$ cat config.mk
export PLATFORM = sky130hd
export DESIGN_NAME = saq_cell
export DESIGN_NICKNAME = d
export VERILOG_FILES = /design/src/sv/sorted_alarm_queue_unit_macros.svh /design/src/sv/saq_pkg.sv /design/src/sv/saq_cell.sv
export SDC_FILE = /design/constraint.sdc
export NUM_CORES = 1
export LEC_CHECK = 0
export BUFFER_PORTS_ARGS = -buffer_cell sky130_fd_sc_hd__buf_4
export CAP_MARGIN = 20
export CELL_PAD_IN_SITES_DETAIL_PLACEMENT = 0
export CELL_PAD_IN_SITES_GLOBAL_PLACEMENT = 1
export CORE_AREA = 2 2 307 309
export CTS_BUF_LIST = sky130_fd_sc_hd__clkbuf_8
export DETAILED_ROUTE_END_ITERATION = 7
export DIE_AREA = 0 0 309 311
export PLACE_DENSITY = 0.47
export SLEW_MARGIN = 30
export SYNTH_ARGS = -nofsm -noshare
export SYNTH_HDL_FRONTEND = slang
export SYNTH_SLANG_ARGS = --single-unit
export TNS_END_PERCENT = 5
$ cat constraint.sdc
create_clock -name clock -period 3.5 [get_ports clock]
set_clock_uncertainty 0.05 [all_clocks]
set_input_delay 0.7 -clock clock [delete_from_list [all_inputs] [get_ports clock]]
set_output_delay 0.7 -clock clock [all_outputs]
set_load 0.05 [all_outputs]
$ cat src/sv/sorted_alarm_queue_unit_macros.svh
// ---------------------------------------------------------------------------
// Sorted alarm queue assertion macros
// Shared concurrent assertion forms for the alarm queue RTL.
// ---------------------------------------------------------------------------
`ifndef SORTED_ALARM_QUEUE_UNIT_MACROS_SVH
`define SORTED_ALARM_QUEUE_UNIT_MACROS_SVH

// same-cycle implication, checked out of reset
`define SAQ_ASSERT_NOW(lbl, clk, rst, ante, cons, msg) \
   lbl: assert property (@(posedge clk) disable iff (rst) (ante) |-> (cons)) else $error(msg);

// next-cycle implication, checked out of reset
`define SAQ_ASSERT_NEXT(lbl, clk, rst, ante, cons, msg) \
   lbl: assert property (@(posedge clk) disable iff (rst) (ante) |=> (cons)) else $error(msg);

`endif

$ cat src/sv/saq_pkg.sv
// ---------------------------------------------------------------------------
// Sorted alarm queue package
// Types, codes and sizes shared by the alarm queue modules.
// ---------------------------------------------------------------------------
`default_nettype none

package saq_pkg;

   localparam int unsigned ALARM_SLOTS = 16;
   localparam int unsigned ID_W        = 4;
   localparam int unsigned TIME_W      = 64;
   localparam int unsigned NOW_W       = 63;
   localparam int unsigned LOAD_W      = 31;
   localparam int unsigned STEP_W      = 7;
   localparam logic [LOAD_W-1:0] LOAD_MAX = 31'h7fffffff;

   typedef enum logic [1:0] {
      CMD_ONESHOT  = 2'd0,
      CMD_PERIODIC = 2'd1,
      CMD_CANCEL   = 2'd2,
      CMD_TICK     = 2'd3
   } cmd_type;

   typedef struct packed {
      cmd_type                  command;
      logic [ID_W-1:0]          alarm_id;
      logic [NOW_W-1:0]         now;
      logic signed [TIME_W-1:0] time_value;
      logic [NOW_W-1:0]         interval;
   } req_type;

   typedef struct packed {
      logic              fired;
      logic [ID_W-1:0]   fired_id;
      logic              timer_write;
      logic [LOAD_W-1:0] timer_load;
   } rsp_type;

   typedef struct packed {
      logic              valid;
      logic [ID_W-1:0]   id;
      logic [TIME_W-1:0] fire;
      logic [NOW_W-1:0]  period;
      logic [TIME_W-1:0] start;
   } entry_type;

   typedef enum logic [2:0] {
      CELL_HOLD,
      CELL_DROP,
      CELL_PACK,
      CELL_POP,
      CELL_PUSH
   } cell_op_type;

   typedef struct packed {
      cell_op_type op;
      entry_type   key;
   } cell_cmd_type;

   typedef enum logic [3:0] {
      ST_IDLE,
      ST_DECODE,
      ST_PACK,
      ST_FIRE,
      ST_DIV,
      ST_PUSH,
      ST_LOAD,
      ST_DONE
   } state_type;

endpackage

`default_nettype wire

$ cat src/sv/saq_cell.sv
// ---------------------------------------------------------------------------
// Alarm queue cell
// One place of the sorted list; trades entries with its neighbors.
// ---------------------------------------------------------------------------
`default_nettype none

module saq_cell (
   input  wire logic                  clock,
   input  wire logic                  reset,
   input  wire saq_pkg::cell_cmd_type cmd,
   input  wire saq_pkg::entry_type    prev_entry,
   input  wire logic                  prev_gt,
   input  wire saq_pkg::entry_type    next_entry,
   output saq_pkg::entry_type         entry,
   output logic                       gt
);

   saq_pkg::entry_type entry_ff, entry_in;

   // new key goes before this entry (or this place is empty)
   assign gt = !entry_ff.valid || ($signed(cmd.key.fire) < $signed(entry_ff.fire));

   always_comb begin
      entry_in = entry_ff;
      unique case (cmd.op)
         saq_pkg::CELL_HOLD: begin
            entry_in = entry_ff;
         end
         saq_pkg::CELL_DROP: begin
            if (entry_ff.valid && entry_ff.id == cmd.key.id) begin
               entry_in.valid = 1'b0;
            end
         end
         saq_pkg::CELL_PACK: begin
            // pull a hole's successor up, leave a hole behind
            if (!entry_ff.valid) begin
               entry_in = next_entry;
            end else if (!prev_entry.valid) begin
               entry_in.valid = 1'b0;
            end
         end
         saq_pkg::CELL_POP: begin
            entry_in = next_entry;
         end
         saq_pkg::CELL_PUSH: begin
            if (prev_gt) begin
               entry_in = prev_entry;
            end else if (gt) begin
               entry_in = cmd.key;
            end
         end
         default: begin
            entry_in = entry_ff;
         end
      endcase
   end

   always_ff @(posedge clock) begin
      if (reset) begin
         entry_ff <= '0;
      end else begin
         entry_ff <= entry_in;
      end
   end

   assign entry = entry_ff;

endmodule

`default_nettype wire

==> results by group <==
Run status
  – Status: complete, but fails checks
  – Failing checks: negative setup slack

Critical path
  – Critical Path Slowest Stage Cell: o41a_1
  – Crit-path max FO: 2
  – Worst setup path end: gt
  – Worst R2R Setup Slack: 0.13 ns
  – Slowest stage delay, CP: 0.43 ns
  – CP Launch Point: entry[132]
  – Worst setup SP type: flop
  – Worst reg-to-reg path cell count: 15
  – WP data arrival: 2.90 ns
  – Worst r2r dst: entry[70]
  – Critical path required time: 2.75 ns
  – Crit path kind: flop to primary output
  – Reg2Reg Launch Point: entry[132]
  – Crit. End Element: primary output
  – Critical Path, Cell by Cell: inv_1 -> ha_1 -> a211oi_1 -> nor4_2 -> a311oi_4 -> a22oi_2 -> o41a_1 -> nand2_1 -> buf_6

Power
  – Worst VDD drop: 0.260 mV
  – Leakage: 9.78 nW
  – Gate power share: 43.2%
  – Int Pwr: 4.33 mW
  – P_sw: 3.12 mW
  – Sequential share of power: 33.7%
  – Design Power: 7.46 mW
  – Clk pwr share: 23.0%
  – Switching Fraction: 41.9%
  – Pwr Density: 321 nW/um2

STA
  – Max-slew violations: 0
  – RSZ-0062 raised after global routing: true
  – Top achievable clock speed: 274 MHz
  – Worst slew pin tran: 0.676 ns
  – Final period util: 104%
  – Fin crit period: 3.65 ns
  – Worst rel slew slack: 54.9%
  – Post-route setup TNS: -0.149 ns
  – Fin. Hold Viols: 0
  – Endpoints failing setup: 1
  – Final worst slack: -0.149 ns

Yosys
  – Most frequent cells after synthesis: nand2_1, o21ai_0, dfxtp_1
  – Yosys top cell area share: 27.0%
  – Post-Syn Area: 14500 um2
  – Largest family of logic cells by synthesized area: compound AO/OA/AOI/OAI gates
  – Avg Inst Size Synth: 7.22 um2
  – Post-synthesis compound-gate area fraction: 24.8%
  – Register area share after synthesis: 27.0%
  – Synthesis Warnings: 0
  – Area contributors post-synth: dfxtp_1, o21ai_0, mux2i_1
  – Top-count cell post-synth: nand2_1
  – XOR/XNOR Fraction of Synth Area: 0.241%
  – Post-synth EDFFs: 0
  – Main flop type after synthesis: dfxtp_1
  – Post-Synth Simple-Gate Area: 21.6%
  – Mux contribution to synthesized area: 13.4%
  – Net count after synthesis: 2669
  – Cells after Synth: 2012
  – Area leader, netlist: dfxtp_1
  – Yosys reg bits: 196
  – Post-Synth Adder-Cell Area: 5.42%
  – Post-synthesis async set-or-reset flop share: 0%
  – Synth cell types: 43

Place
  – Gpl congestion: 0.859
  – PortBufs: 790
  – DPL Wire Length: 67.8 mm

CTS
  – Clock Tree Root: clkbuf_8
  – TritonCTS buffer count: 17
  – Clk_lat worst skew: 0.59 ns
  – Hold Buf Count CTS: 0
  – Clock tree from TritonCTS: yes
  – CTS clk-pin slew, worst paths: 0.14 ns
  – H-tree lvl count: 4
  – # clock sinks: 196
  – Clk buf depth: 2

Route
  – First drt pass iteration count: 5
  – Avg WL per Cell: 21.6 um
  – Routed Antenna Nets: 0
  – Vias/cell: 4.39
  – Routed WL: 87.1 mm
  – Total number of vias: 17749
  – DRC Markers: 0
  – Number of DRC markers in iteration 0: 1022

Min path
  – WHS Path Cells: 3
  – Hold WC Path Type: primary input to flop

Floorplan
  – Io pins: 791
  – Std cell rows: 112
  – Core area: 92800 um2
  – Die span in y: 311 um
  – Die width: 309 um
  – Starting Density: 15.7%
  – Die area: 96100 um2

Global route
  – GRT Resource Usage Total: 17.4%
  – First-pass GRT wire length: 124 mm
  – Largest net degree at the start of global routing: 113
  – Initial antenna violation count: 12
  – Vias in the first global route: 18202
  – Total global routing overflow: 0

Final layout
  – Area growth syn-to-layout: 60.0%
  – Final net count: 3420
  – Number of flip-flops under the largest register name: 196
  – Fillcell total: 10447
  – Fraction of layout cells with a size suffix above 1: 36.5%

Run
  – MaxCap Viol Count: 0
[worst min-delay path by stage]
| stage | startpoint | endpoint | slack, ns |
|---|---|---|---|
| 6_report | cmd[195] | entry[195] | 0.39 |
| 3_5_place_dp | entry[114] | entry[114] | 0.44 |
| 5_1_grt | cmd[195] | entry[195] | 0.36 |
| 3_3_place_gp | entry[51] | entry[51] | 0.43 |
| 4_1_cts | cmd[195] | entry[195] | 0.33 |
| 2_1_floorplan | entry[100] | entry[100] | 0.68 |
[stage by stage]
step / util (%) / instances / setup WS [ns] / hold WS (ns) / cell area (um2)
4_1_cts: 24.9 / 4025 / -0.256 / 0.325 / 23100
6_report: 25.1 / 4039 / -0.149 / 0.385 / 23300
5_1_grt: 25.1 / 4037 / -0.357 / 0.357 / 23300
3_3_place_gp: 24.2 / 3978 / -0.594 / 0.434 / 22400
3_5_place_dp: 24.2 / 3978 / -0.567 / 0.439 / 22400
2_1_floorplan: - / 2012 / 0.101 / 0.676 / 14500
[cell type report]
| class | instances | area [um2] | area share [%] |
|---|---|---|---|
| multi-input cells | 1556 | 9770 | 42.0 |
| repair buffers | 923 | 7280 | 31.3 |
| flip-flops and latches | 196 | 3950 | 17.0 |
| well taps | 1254 | 1570 | 6.75 |
| inverters | 69 | 259 | 1.11 |
| clock buffers | 18 | 248 | 1.07 |
| clock inverters | 14 | 165 | 0.710 |
| diodes | 9 | 22.5 | 0.0968 |
[power by group through the flow]
stage,registers [mW],clock network (mW),logic (mW)
4_1_cts,2.52,1.83,3.25
5_1_grt,2.54,1.88,3.47
3_3_place_gp,2.56,0,3.18
6_report,2.52,1.72,3.23
3_5_place_dp,2.56,0,3.19
2_1_floorplan,3.13,0,1.06
[placed cells by master, fill, tap and decap left out, types with 2 or more instances in the layout]
cell / synthesis / layout
nor2_1: 9 / 8
nor4_2: 0 / 2
o22ai_1: 195 / 195
o21ai_1: 1 / 16
buf_6: 10 / 2
nor3_1: 3 / 3
nand4_1: 16 / 16
nand2b_1: 2 / 2
diode_2: 0 / 9
clkinv_4: 0 / 3
inv_8: 0 / 4
dfxtp_2: 0 / 20
mux2i_1: 195 / 195
ha_4: 0 / 10
xnor2_1: 3 / 3
o211ai_1: 2 / 2
inv_2: 0 / 9
nand3b_1: 132 / 132
a21o_1: 2 / 2
a21oi_1: 27 / 26
nand3_1: 6 / 5
or3_1: 63 / 63
inv_1: 69 / 60
a22oi_1: 3 / 2
inv_6: 0 / 3
nand2_1: 406 / 405
buf_4: 2 / 893
clkbuf_8: 0 / 18
a221o_1: 2 / 2
o21ai_0: 405 / 384
dfxtp_1: 196 / 175
clkinv_8: 0 / 2
o21ai_2: 0 / 5
ha_1: 63 / 53
buf_8: 0 / 2
buf_12: 0 / 26
a211oi_1: 2 / 2
nor2b_1: 2 / 2
[repair_timing]
item	4_1_cts	5_1_grt
gates cloned	0	0
buffers inserted	16	5
endpoints found under the setup margin	64	84
gates resized for setup	44	35
pin swaps	17	9
[critical path, delay by kind of cell, from the launching register on]
family | cells | cell delay (ns)
compound gates | 4 | 1.22
fa+ha+maj | 1 | 0.29
buf+inv | 2 | 0.23
flops | 1 | 0.37
simple gates | 2 | 0.19
[layer usage]
layer  part of all wire (%)  GRT usage [%]  vias to the layer above
met5                  0.018              0                        -
met4                    2.1           5.12                        2
met3                    7.5           5.05                       62
met2                     50           30.5                      609
met1                     41           20.4                     8352
li1                       -              -                     8724
[cells by family after synthesis]
family,after synthesis
AOI/OAI and AO/OA,651
adders and majority gates,63
xor gates and xnor gates,4
buffers and inverters,260
muxes,195
DFF,196
and+or+nand+nor,643
(Power assumes the default switching activity.)
