==> src/sv/sorted_alarm_queue_unit_macros.svh <==
// ---------------------------------------------------------------------------
// Sorted alarm queue assertion macros
// Shared concurrent assertion forms for the alarm queue RTL.
// ---------------------------------------------------------------------------
`ifndef SORTED_ALARM_QUEUE_UNIT_MACROS_SVH
`define SORTED_ALARM_QUEUE_UNIT_MACROS_SVH

// same-cycle implication, checked out of reset
`define SAQ_ASSERT_NOW(lbl, clk, rst, ante, cons, msg) \
   lbl: assert property (@(posedge clk) disable iff (rst) (ante) |-> (cons)) else $error(msg);

// next-cycle implication, checked out of reset
`define SAQ_ASSERT_NEXT(lbl, clk, rst, ante, cons, msg) \
   lbl: assert property (@(posedge clk) disable iff (rst) (ante) |=> (cons)) else $error(msg);

`endif

==> src/sv/saq_pkg.sv <==
// ---------------------------------------------------------------------------
// Sorted alarm queue package
// Types, codes and sizes shared by the alarm queue modules.
// ---------------------------------------------------------------------------
`default_nettype none

package saq_pkg;

   localparam int unsigned ALARM_SLOTS = 16;
   localparam int unsigned ID_W        = 4;
   localparam int unsigned TIME_W      = 64;
   localparam int unsigned NOW_W       = 63;
   localparam int unsigned LOAD_W      = 31;
   localparam int unsigned STEP_W      = 7;
   localparam logic [LOAD_W-1:0] LOAD_MAX = 31'h7fffffff;

   typedef enum logic [1:0] {
      CMD_ONESHOT  = 2'd0,
      CMD_PERIODIC = 2'd1,
      CMD_CANCEL   = 2'd2,
      CMD_TICK     = 2'd3
   } cmd_type;

   typedef struct packed {
      cmd_type                  command;
      logic [ID_W-1:0]          alarm_id;
      logic [NOW_W-1:0]         now;
      logic signed [TIME_W-1:0] time_value;
      logic [NOW_W-1:0]         interval;
   } req_type;

   typedef struct packed {
      logic              fired;
      logic [ID_W-1:0]   fired_id;
      logic              timer_write;
      logic [LOAD_W-1:0] timer_load;
   } rsp_type;

   typedef struct packed {
      logic              valid;
      logic [ID_W-1:0]   id;
      logic [TIME_W-1:0] fire;
      logic [NOW_W-1:0]  period;
      logic [TIME_W-1:0] start;
   } entry_type;

   typedef enum logic [2:0] {
      CELL_HOLD,
      CELL_DROP,
      CELL_PACK,
      CELL_POP,
      CELL_PUSH
   } cell_op_type;

   typedef struct packed {
      cell_op_type op;
      entry_type   key;
   } cell_cmd_type;

   typedef enum logic [3:0] {
      ST_IDLE,
      ST_DECODE,
      ST_PACK,
      ST_FIRE,
      ST_DIV,
      ST_PUSH,
      ST_LOAD,
      ST_DONE
   } state_type;

endpackage

`default_nettype wire

==> src/sv/saq_rem_unit.sv <==
// ---------------------------------------------------------------------------
// Alarm queue remainder unit
// Restoring division, one quotient bit per cycle, remainder only.
// ---------------------------------------------------------------------------
`default_nettype none

module saq_rem_unit (
   input  wire logic                           clock,
   input  wire logic                           reset,
   input  wire logic                           start,
   input  wire logic [saq_pkg::TIME_W-1:0]     dividend,
   input  wire logic [saq_pkg::NOW_W-1:0]      divisor,
   output logic                                done,
   output logic [saq_pkg::NOW_W-1:0]           remainder
);

   logic                          busy_ff, busy_in;
   logic                          done_ff, done_in;
   logic [saq_pkg::STEP_W-1:0]    cnt_ff, cnt_in;
   logic [saq_pkg::TIME_W-1:0]    rem_ff, rem_in;
   logic [saq_pkg::TIME_W-1:0]    dvd_ff, dvd_in;
   logic [saq_pkg::NOW_W-1:0]     dvs_ff, dvs_in;
   logic [saq_pkg::TIME_W-1:0]    trial;

   always_comb begin
      busy_in = busy_ff;
      done_in = 1'b0;
      cnt_in  = cnt_ff;
      rem_in  = rem_ff;
      dvd_in  = dvd_ff;
      dvs_in  = dvs_ff;
      trial   = {rem_ff[saq_pkg::TIME_W-2:0], dvd_ff[saq_pkg::TIME_W-1]};
      if (start) begin
         busy_in = 1'b1;
         cnt_in  = '0;
         rem_in  = '0;
         dvd_in  = dividend;
         dvs_in  = divisor;
      end else if (busy_ff) begin
         // subtract when the shifted remainder reaches the divisor
         if (trial >= {1'b0, dvs_ff}) begin
            rem_in = trial - {1'b0, dvs_ff};
         end else begin
            rem_in = trial;
         end
         dvd_in = {dvd_ff[saq_pkg::TIME_W-2:0], 1'b0};
         cnt_in = cnt_ff + 1'b1;
         if (cnt_ff == saq_pkg::STEP_W'(saq_pkg::TIME_W - 1)) begin
            busy_in = 1'b0;
            done_in = 1'b1;
         end
      end
   end

   always_ff @(posedge clock) begin
      if (reset) begin
         busy_ff <= 1'b0;
         done_ff <= 1'b0;
      end else begin
         busy_ff <= busy_in;
         done_ff <= done_in;
      end
   end

   always_ff @(posedge clock) begin
      cnt_ff <= cnt_in;
      rem_ff <= rem_in;
      dvd_ff <= dvd_in;
      dvs_ff <= dvs_in;
   end

   assign done      = done_ff;
   assign remainder = rem_ff[saq_pkg::NOW_W-1:0];

endmodule

`default_nettype wire

==> config.mk <==
export PLATFORM = sky130hd
export DESIGN_NAME = saq_rem_unit
export DESIGN_NICKNAME = d
export VERILOG_FILES = /design/src/sv/sorted_alarm_queue_unit_macros.svh /design/src/sv/saq_pkg.sv /design/src/sv/saq_rem_unit.sv
export SDC_FILE = /design/constraint.sdc
export NUM_CORES = 1
export LEC_CHECK = 0
export ABC_AREA = 1
export ABC_CLOCK_PERIOD_IN_PS = 4850
export BUFFER_PORTS_ARGS = -buffer_cell sky130_fd_sc_hd__buf_2
export CAP_MARGIN = 20
export CORE_MARGIN = 2
export CORE_UTILIZATION = 59
export DETAILED_ROUTE_END_ITERATION = 10
export HOLD_SLACK_MARGIN = 0.05
export PLACE_DENSITY_LB_ADDON = 0.2
export SLEW_MARGIN = 15
export SYNTH_ARGS = -nofsm -noshare
export SYNTH_HDL_FRONTEND = slang
export SYNTH_SLANG_ARGS = --single-unit
export TNS_END_PERCENT = 5
==> constraint.sdc <==
create_clock -name clock -period 4.85 [get_ports clock]
set_input_delay 0.97 -clock clock [delete_from_list [all_inputs] [get_ports clock]]
set_output_delay 0.97 -clock clock [all_outputs]
set_load 0.01 [all_outputs]
==> reports/summary.txt, run 1 <==
IO Port Bufs = 193
Starting Density = 0.604
Die ar. = 25400 sq um
Clk slew on worst S/H paths = 0.10 ns
Grt total ovfl = 0
Crit Reg-Reg Startpoint = dvs_ff[0]
Synth warnings = 0
Worst Skew = 0.0257 ns
Hold Buf Count CTS = 0
Finished Layout Cells = 2707
# nets final = 2570
Setup WS pre-CTS = 1.29 ns
Iteration-0 DRC Markers = 1171
DP Wirelength = 31500 um
DR pass1 iterations = 5
Synth area leaders = edfxtp_1 (27%), nand2_1 (26%), inv_1 (12%)
Vert. Die Dim = 159 um
Hold Violations, Final = 0
Final WL = 40800 um
Number of post-CTS setup repair buffers = 0
Mapped cell area = 14200 sq um
Share of cells above drive strength 1 = 0.111
Via Count = 13653
Synth Net Count = 2397
H-tree depth = 4
TNS Setup = 0 ns
Unrepaired setup endpoints after global routing = false
Worst Path Required = 5.17 ns
Core ar. = 23500 sq um
Post-route DRC = 0
Critical Path Start = dvs_ff[0]
Root Buffer Master = clkbuf_16
IO Count = 194
Final setup violation count = 0
Gr usage total = 0.325
Clock sink total = 199
Flip-flop and latch area = 5260 sq um
Critical Path End Type = flop
Max transition margin = 0.456
Die W = 159 um
Gp weighted congestion = 0.987
Skew-Pair Late Insertion Delay = 0.46 ns
Top cells by count, synth = nand2_1 (973), inv_1 (457), nand3_1 (141)
Final worst setup slack = 1.53 ns
Initial antenna violation count = 0
Worst Hold Class = flop to flop
# fillers = 2162
Fin crit period = 3.32 ns
Max-cap violations = 0
Startpoint class of the critical path = flop
Synth area leader = edfxtp_1
Hold path start = rem_ff[43]
Fmax achieved = 301 MHz
Final Cycle Share = 0.685
FFs w/ async S/R, synth = 0
First-pass GRT wire length = 66100 um
CTS tree = built
Status = finished clean
FP Rows = 56
Num CTS Buffers = 17
Crit path kind = flop to flop
Post-DRT Antenna Nets = 0
Worst vdd ir = 0.000224 V
Via density = 5.04
Cts repair resizes = 0
Maximum number of pins on one net before global-route repair = 74
Top FF cell, synth = edfxtp_1
Post-synthesis register bit count = 199
Area occupied by multi-input gates = 6970 sq um
Worst Path Max Fanout = 64
Area growth syn-to-layout = 12.9%
Critical Path AT = 3.65 ns
Yosys top cell area share = 0.268
Number of synthesized flops with an enable pin = 127
Final Power = 3970 uW
Util after Layout = 0.682
P_leak = 0.00923 uW
Avg Inst Size Synth = 6.46 sq um
Inst Count DP = 2675
Max Slew Vio Count = 0
Wire per inst = 15.1 um
Vias in the first global route = 13131
Sequential fraction of the synthesis area = 0.370
Mapped Cells = 2202
Unique cell type count in the Yosys netlist = 41
CTS max path bufs = 2
Worst-Margin Slew = 0.815 ns
Cell with the most instances after synthesis = nand2_1
Power Dens Cells = 247 nW/um^2
N_diodes = 0
[state kept, by name, summed over array words and instances (netlist names)]
name	flops
cnt_ff	7
dvd_ff	64
rem_ff	63
done	1
dvs_ff	63
busy_ff	1
[kinds of logic after synthesis]
family	Yosys count	share of synthesized area
AO/OA/AOI/OAI	88	0.0324
XOR/XNOR	31	0.0191
adder cells (fa/ha/maj)	65	0.0577
buffers and inverters	511	0.140
flip-flops	199	0.370
AND/OR/NAND/NOR	1308	0.381
[path summary, 6_finish.rpt]
kind	endpoint	slack, ns	cells after the start
max	rem_ff[23]	1.53	16
min	rem_ff[43]	0.49	2
max reg2reg	rem_ff[23]	1.53	16
min reg2reg	rem_ff[43]	0.49	2
[layout by cell type, fill, tap and decap left out, types with 5 or more instances in the layout]
| cell | n |
|---|---|
| nand2_1 | 973 |
| inv_1 | 455 |
| buf_2 | 192 |
| nand3_1 | 141 |
| edfxtp_1 | 127 |
| nor2_1 | 98 |
| dfxtp_1 | 72 |
| ha_1 | 64 |
| a21oi_1 | 41 |
| nand3b_1 | 32 |
| xnor2_1 | 30 |
| o21ai_1 | 24 |
| nor3_1 | 20 |
| clkbuf_16 | 17 |
| nand4_1 | 16 |
| o21ai_0 | 15 |
| inv_2 | 9 |
| nand3_2 | 9 |
| clkinv_8 | 7 |
| buf_4 | 7 |
| nor2_2 | 5 |
[layer usage]
metal  vias up  routed length [um]  GRT usage
met5         -                   0          0
met4         0                 678     0.0839
met3        44                2520     0.0539
met2       462               19400      0.554
met1      6132               18200      0.431
li1       7015                   -          -
[cell type report]
class | count | share of cell area
Clock buffer | 17 | 0.0265
Multi-Input combinational cell | 1492 | 0.435
Timing Repair Buffer | 199 | 0.0632
Inverter | 466 | 0.109
Tap cell | 319 | 0.0249
Sequential cell | 199 | 0.327
Clock inverter | 15 | 0.0143
[critical path, stage by stage (launching register included)]
cell and delay [ns]:
edfxtp_1 0.38, ha_1 0.22, fa_1 0.40, inv_1 0.11
nand2_1 0.08, nand2_1 0.07, nand3b_1 0.10, nand2_2 0.13
nand2_1 0.08, nand2_2 0.10, nand2_1 0.09, nand3_2 0.09
nand2_4 0.42, nand2_8 0.58, nand2_1 0.12, nand3_1 0.09
o21ai_1 0.08
[power by group]
part / internal (uW) / total, uW / switching [uW]
sequential: 1920 / 1950 / 29.7
combinational: 148 / 435 / 286
clock: 733 / 1580 / 851
[per-stage QoR]
step	hold slack [ns]	instance area, sq um
floorplan	0.443	14200
global placement	0.458	15400
detailed placement	0.472	15400
CTS	0.488	16000
global route	0.508	16000
finish	0.489	16000
No activity file was read; power rests on OpenSTA's default activity.
==> inputs of run 2 (changes only) <==
--- a/config.mk
+++ b/config.mk
@@ -6,7 +6,7 @@
 export NUM_CORES = 1
 export LEC_CHECK = 0
 export ABC_AREA = 1
-export ABC_CLOCK_PERIOD_IN_PS = 4850
+export ABC_CLOCK_PERIOD_IN_PS = 3400
 export BUFFER_PORTS_ARGS = -buffer_cell sky130_fd_sc_hd__buf_2
 export CAP_MARGIN = 20
 export CORE_MARGIN = 2
==> constraint.sdc (replaced) <==
create_clock -name clock -period 3.4 [get_ports clock]
set_input_delay 0.68 -clock clock [delete_from_list [all_inputs] [get_ports clock]]
set_output_delay 0.68 -clock clock [all_outputs]
set_load 0.01 [all_outputs]
==> run 2 against run 1 <==
Against the previous run:
- die area stayed put
- wire length grew 4.9%
- utilization down 0.074 points
- largest cell class unchanged
- critical path type unchanged
- sequential power is 43% higher
- critical endpoint is now rem_ff[56]
==> reports/summary.txt, run 2 (synthesized netlist as in run 1, its figures left out) <==
Status = finished clean
Final worst setup slack = 0.222 ns (-1.31 ns)
Biggest regs = dvd_ff: 64 flops, dvs_ff: 63 flops, rem_ff: 63 flops
Die ar. = 25400 sq um (unchanged)
Critical Path Start = dvs_ff[18]
Max-cap violations = 0 (unchanged)
Grt total ovfl = 0 (unchanged)
Most common cell after layout, fill and taps aside = nand2_1
Crit path to = rem_ff[56]
Fmax achieved = 315 MHz (+4.5%)
Flip-flop and latch area = 5260 sq um (unchanged)
Wire per inst = 15.8 um (+4.9%)
Hold Buf Count CTS = 0 (unchanged)
Critical Path AT = 3.57 ns (-0.08 ns)
Via density = 5.20 (+3.2%)
Worst Path Max Fanout = 45 (-30%)
Via Count = 14087 (+3.2%)
Gp weighted congestion = 1.00 (+1.8%)
Die W = 159 um (unchanged)
Critical Path Max Stage Delay = 0.34 ns (-0.24 ns)
Vert. Die Dim = 159 um (unchanged)
Worst path cell trace = inv_1 -> ha_1 -> nand2_1 -> nor2_1 -> nand2_1 -> nor2_2 -> nand4_1 -> nand3_2 -> nand2_4 -> buf_4 -> nand3_1 -> nand2_1 -> inv_1 -> nand2_1 -> nand2_1
Maximum number of pins on one net before global-route repair = 80 (+8.1%)
Final WL = 42800 um (+4.9%)
Unrepaired setup endpoints after global routing = false
FP Rows = 56 (unchanged)
Clk slew on worst S/H paths = 0.10 ns (about the same)
Iteration-0 DRC Markers = 1354 (+16%)
Max reg flops = 64 (unchanged)
Core ar. = 23500 sq um (unchanged)
Flop2flop setup slack = 0.22 ns (-1.31 ns)
Critical R2R Capture = rem_ff[56]
Util after Layout = 0.681 (-0.000744)
Share of cells above drive strength 1 = 0.111 (unchanged)
Fin crit period = 3.18 ns (-0.143 ns)
CTS tree = built
IO Count = 194 (unchanged)
Worst Path Required = 3.79 ns (-1.38 ns)
Worst-Margin Slew = 1.01 ns (+0.194 ns)
Max transition margin = 0.327 (-0.129)
Final setup violation count = 0 (unchanged)
Hold Violations, Final = 0 (unchanged)
N_diodes = 0 (unchanged)
Area occupied by multi-input gates = 6980 sq um (about the same)
Startpoint class of the critical path = flop
Worst Skew = 0.0230 ns (-0.00270 ns)
P_leak = 0.00922 uW (about the same)
Setup WS pre-CTS = 0.276 ns (-1.01 ns)
# nets final = 2570 (unchanged)
# fillers = 2101 (-2.8%)
Post-route DRC = 0 (unchanged)
Reg with most FFs = dvd_ff
Area growth syn-to-layout = 12.7%
CTS max path bufs = 2 (unchanged)
Max Slew Vio Count = 0 (unchanged)
Crit Reg-Reg Startpoint = dvs_ff[18]
Vias in the first global route = 13423 (+2.2%)
Slowest CP cell = edfxtp_1
Most frequent CP cell = nand2_1
H-tree depth = 4 (unchanged)
IO Port Bufs = 193 (unchanged)
Clock sink total = 199 (unchanged)
Final Cycle Share = 0.935 (+0.250)
Starting Density = 0.604 (unchanged)
Critical Path End Type = flop
Worst vdd ir = 0.000350 V (+56%)
Gr usage total = 0.339 (+0.0139)
Post-DRT Antenna Nets = 0 (unchanged)
DR pass1 iterations = 8 (+3)
Initial antenna violation count = 0 (unchanged)
Num CTS Buffers = 17 (unchanged)
Crit path kind = flop to flop
Root Buffer Master = clkbuf_16
DP Wirelength = 33200 um (+5.4%)
Worst Hold Class = primary input to flop
TNS Setup = 0 ns (unchanged)
Skew-Pair Late Insertion Delay = 0.46 ns (about the same)
R2R cell count = 15 (-1)
First-pass GRT wire length = 68600 um (+3.8%)
Commonest cells after routing, fill and taps aside = nand2_1 (973), inv_1 (455), buf_2 (192)
Power Dens Cells = 347 nW/um^2 (+41%)
==> run 2: repair_timing <==
| action | CTS | global route |
|---|---|---|
| setup buffers | 0 | 0 |
| resized for setup | 0 | 1 |
| endpoints found under the setup margin | 0 | 4 |
==> run 2: layout make-up <==
| cell class | count | share of cell area |
|---|---|---|
| inverter | 466 | 0.109 |
| sequential | 199 | 0.328 |
| clock buffer | 18 | 0.0268 |
| clock inverter | 14 | 0.0112 |
| multi-input combinational | 1492 | 0.435 |
| timing repair buffer | 199 | 0.0648 |
| tap | 319 | 0.0249 |
==> run 2: power breakdown <==
group	switching [uW]	total [uW]	internal [uW]	leakage (uW)
logic	414	628	213	0.00708
registers	43.4	2780	2740	0.00185
clock network	1150	2160	1010	0.000293
==> run 2: routing by layer <==
metal	part of all wire	GRT usage	vias up	wire, um
met5	0	0	-	0
met4	0.026	0.102	0	1100
met3	0.074	0.0542	80	3170
met2	0.47	0.576	573	20100
met1	0.43	0.447	6408	18400
li1	-	-	7026	-
==> run 2: critical path: cells and delay by family, from the launching register on <==
family	cells	cell delay, ns
adder cells (fa/ha/maj)	1	0.34
flip-flops	1	0.34
AND/OR/NAND/NOR	11	1.89
buffers and inverters	3	0.48
==> run 2: worst min path at each step <==
stage | from | to | slack, ns | depth (start not counted)
after global routing | divisor[35] | dvs_ff[35] | 0.38 | 1
after CTS | divisor[10] | dvs_ff[10] | 0.38 | 1
after floorplan | cnt_ff[4] | cnt_ff[4] | 0.44 | 1
after global placement | cnt_ff[4] | cnt_ff[4] | 0.46 | 1
after detailed placement | rem_ff[41] | rem_ff[41] | 0.47 | 2
final | divisor[10] | dvs_ff[10] | 0.39 | 1
==> run 2: metrics by stage <==
stage	instance area [sq um]	total power (uW)	hold slack (ns)	instances
final	16000	5570	0.388	2707
after global routing	16000	5760	0.383	2707
after CTS	16000	5580	0.381	2707
after detailed placement	15400	3450	0.472	2675
after global placement	15400	3420	0.455	2675
after floorplan	14200	3220	0.443	2202
==> inputs of run 3 (changes only) <==
--- a/config.mk
+++ b/config.mk
@@ -6,10 +6,9 @@
 export NUM_CORES = 1
 export LEC_CHECK = 0
 export ABC_AREA = 1
-export ABC_CLOCK_PERIOD_IN_PS = 3400
+export ABC_CLOCK_PERIOD_IN_PS = 3300
 export BUFFER_PORTS_ARGS = -buffer_cell sky130_fd_sc_hd__buf_2
 export CAP_MARGIN = 20
-export CORE_MARGIN = 2
 export CORE_UTILIZATION = 59
 export DETAILED_ROUTE_END_ITERATION = 10
 export HOLD_SLACK_MARGIN = 0.05
==> constraint.sdc (replaced) <==
create_clock -name clock -period 3.3 [get_ports clock]
set_input_delay 0.66 -clock clock [delete_from_list [all_inputs] [get_ports clock]]
set_output_delay 0.66 -clock clock [all_outputs]
set_load 0.01 [all_outputs]
==> run 3 against run 2 <==
Against the previous run:
- wire length is 1.3% lower
- clock power grew 11%
- combinational power rose by 4.1%
- critical endpoint is now rem_ff[24]
- largest cell class unchanged
==> reports/summary.txt, run 3 (synthesized netlist as in run 1, its figures left out) <==
Hold Path End = dvs_ff[22]
DR pass1 iterations = 6 (-2)
Vert. Die Dim = 157 um (-1.3%)
Max Slew Vio Count = 0 (unchanged)
Crit Reg-Reg Startpoint = dvd_ff[63]
Vias in the first global route = 13105 (-2.4%)
Status = finished clean
Worst Path Required = 3.63 ns (-0.16 ns)
CTS tree = built
Area growth syn-to-layout = 13.3%
Worst Skew = 0.0232 ns (+0.000195 ns)
Crit path kind = flop to flop
Post-DRT Antenna Nets = 0 (unchanged)
Startpoint class of the critical path = flop
# nets final = 2574 (+0.16%)
Cts repair resizes = 0 (unchanged)
Die ar. = 24700 sq um (-2.5%)
Flop2flop setup slack = 0.55 ns (+0.33 ns)
Wire per inst = 15.6 um (-1.5%)
Critical Path Max Stage Delay = 0.41 ns (+0.07 ns)
Power Dens Cells = 367 nW/um^2 (+5.5%)
Unrepaired setup endpoints after global routing = false
IO Count = 194 (unchanged)
Critical Path AT = 3.08 ns (-0.49 ns)
Max-cap violations = 0 (unchanged)
Commonest cells after routing, fill and taps aside = nand2_1 (973), inv_1 (455), buf_2 (192)
Worst path cell trace = inv_1 -> ha_1 -> fa_1 -> inv_1 -> nand2_1 -> nand2_1 -> nand3b_1 -> nand2_2 -> nand2_1 -> nand2_2 -> nand2_1 -> nand3_2 -> nand2_4 -> nand2_8 -> nand2_1 -> nand3_1 -> o21ai_1
Worst Path Max Fanout = 63 (+40%)
R2R cell count = 17 (+2)
Die W = 157 um (-1.3%)
Hold Buf Count CTS = 0 (unchanged)
Post-route DRC = 0 (unchanged)
Inst Count DP = 2679 (+0.15%)
IO Port Bufs = 193 (unchanged)
H-tree depth = 4 (unchanged)
Hold Slack = 0.371 ns (-0.0171 ns)
Number of post-CTS setup repair buffers = 0 (unchanged)
Critical R2R Capture = rem_ff[24]
Initial antenna violation count = 1 (+1)
Via density = 5.14 (-1.3%)
Starting Density = 0.604 (unchanged)
Hold path start = divisor[22]
Hold Path Stages = 1 (unchanged)
Final Cycle Share = 0.833 (-0.102)
Biggest regs = dvd_ff: 64 flops, dvs_ff: 63 flops, rem_ff: 63 flops
Fmax achieved = 364 MHz (+16%)
Final WL = 42300 um (-1.3%)
First-pass GRT wire length = 65900 um (-4.0%)
Skew-Pair Late Insertion Delay = 0.46 ns (about the same)
P_leak = 0.00926 uW (+0.47%)
Clk slew on worst S/H paths = 0.09 ns (about the same)
Most common cell after layout, fill and taps aside = nand2_1
Finished Layout Cells = 2712 (+0.18%)
Share of cells above drive strength 1 = 0.113 (+0.00149)
Grt total ovfl = 0 (unchanged)
Fin crit period = 2.75 ns (-0.430 ns)
DP Wirelength = 32800 um (-1.3%)
Max reg flops = 64 (unchanged)
Clock sink total = 199 (unchanged)
Iteration-0 DRC Markers = 1302 (-3.8%)
CTS max path bufs = 2 (unchanged)
Gp weighted congestion = 0.988 (-1.6%)
Via Count = 13932 (-1.1%)
Worst vdd ir = 0.000347 V (-0.85%)
Slowest CP cell = fa_1
Critical Path End Type = flop
FP Rows = 56 (unchanged)
Hold Violations, Final = 0 (unchanged)
Worst Hold Class = primary input to flop
Gr usage total = 0.347 (+0.00812)
Root Buffer Master = clkbuf_16
TNS Setup = 0 ns (unchanged)
Util after Layout = 0.684 (+0.00345)
Maximum number of pins on one net before global-route repair = 82 (+2.5%)
Final setup violation count = 0 (unchanged)
Worst-Margin Slew = 0.905 ns (-0.105 ns)
Final Power = 5910 uW (+6.0%)
Num CTS Buffers = 17 (unchanged)
Max transition margin = 0.397 (+0.0697)
Reg with most FFs = dvd_ff
Most frequent CP cell = nand2_1
Core ar. = 23500 sq um (unchanged)
-- run 3: how the worst max path moves through the flow --
stage,endpoint,cells past startpoint,startpoint,slack (ns)
6_report,rem_ff[24],17,dvd_ff[63],0.55
4_1_cts,rem_ff[21],17,dvd_ff[63],0.60
3_5_place_dp,rem_ff[1],16,dvs_ff[0],0.61
5_1_grt,rem_ff[2],17,dvd_ff[63],0.36
2_1_floorplan,dvd_ff[0],4,start,0.84
3_3_place_gp,rem_ff[49],16,rem_ff[38],0.74
-- run 3: metrics by stage --
step / setup slack [ns] / cell area (sq um)
after floorplan: 0.843 / 14200
after global placement: 0.742 / 15400
after detailed placement: 0.612 / 15400
after CTS: 0.597 / 16100
after global routing: 0.362 / 16100
final: 0.552 / 16100
-- run 3: area by class of cell --
cell class	instances	area, sq um
Tap cell	319	399
Inverter	466	1750
Antenna cell	1	2.50
Clock buffer	17	425
Fill cell	2064	7430
Clock inverter	15	236
Sequential cell	199	5260
Timing Repair Buffer	203	1070
Multi-Input combinational cell	1492	6970
-- run 3: report_power, final --
| group | total, uW | internal [uW] | leakage (uW) | switching (uW) |
|---|---|---|---|---|
| sequential | 2870 | 2820 | 0.00185 | 45.6 |
| combinational | 654 | 223 | 0.00709 | 431 |
| clock | 2390 | 1200 | 0.000320 | 1190 |
| total | 5910 | 4240 | 0.00926 | 1670 |
-- run 3: worst max-delay path: cells and delay by family (launching register included) --
family	cells	cell delay, ns
AOI/OAI and AO/OA	1	0.09
adders and majority gates	2	0.63
buffers and inverters	2	0.18
DFF	1	0.33
and+or+nand+nor	12	1.35
-- run 3: per-layer routing --
| metal | up-vias | global-route usage | part of all wire | routed length [um] |
|---|---|---|---|---|
| li1 | 7028 | - | - | - |
| met1 | 6299 | 0.447 | 0.43 | 18300 |
| met2 | 542 | 0.593 | 0.47 | 20000 |
| met3 | 63 | 0.0526 | 0.069 | 2920 |
| met4 | 0 | 0.113 | 0.025 | 1080 |
| met5 | - | 0 | 0 | 0 |
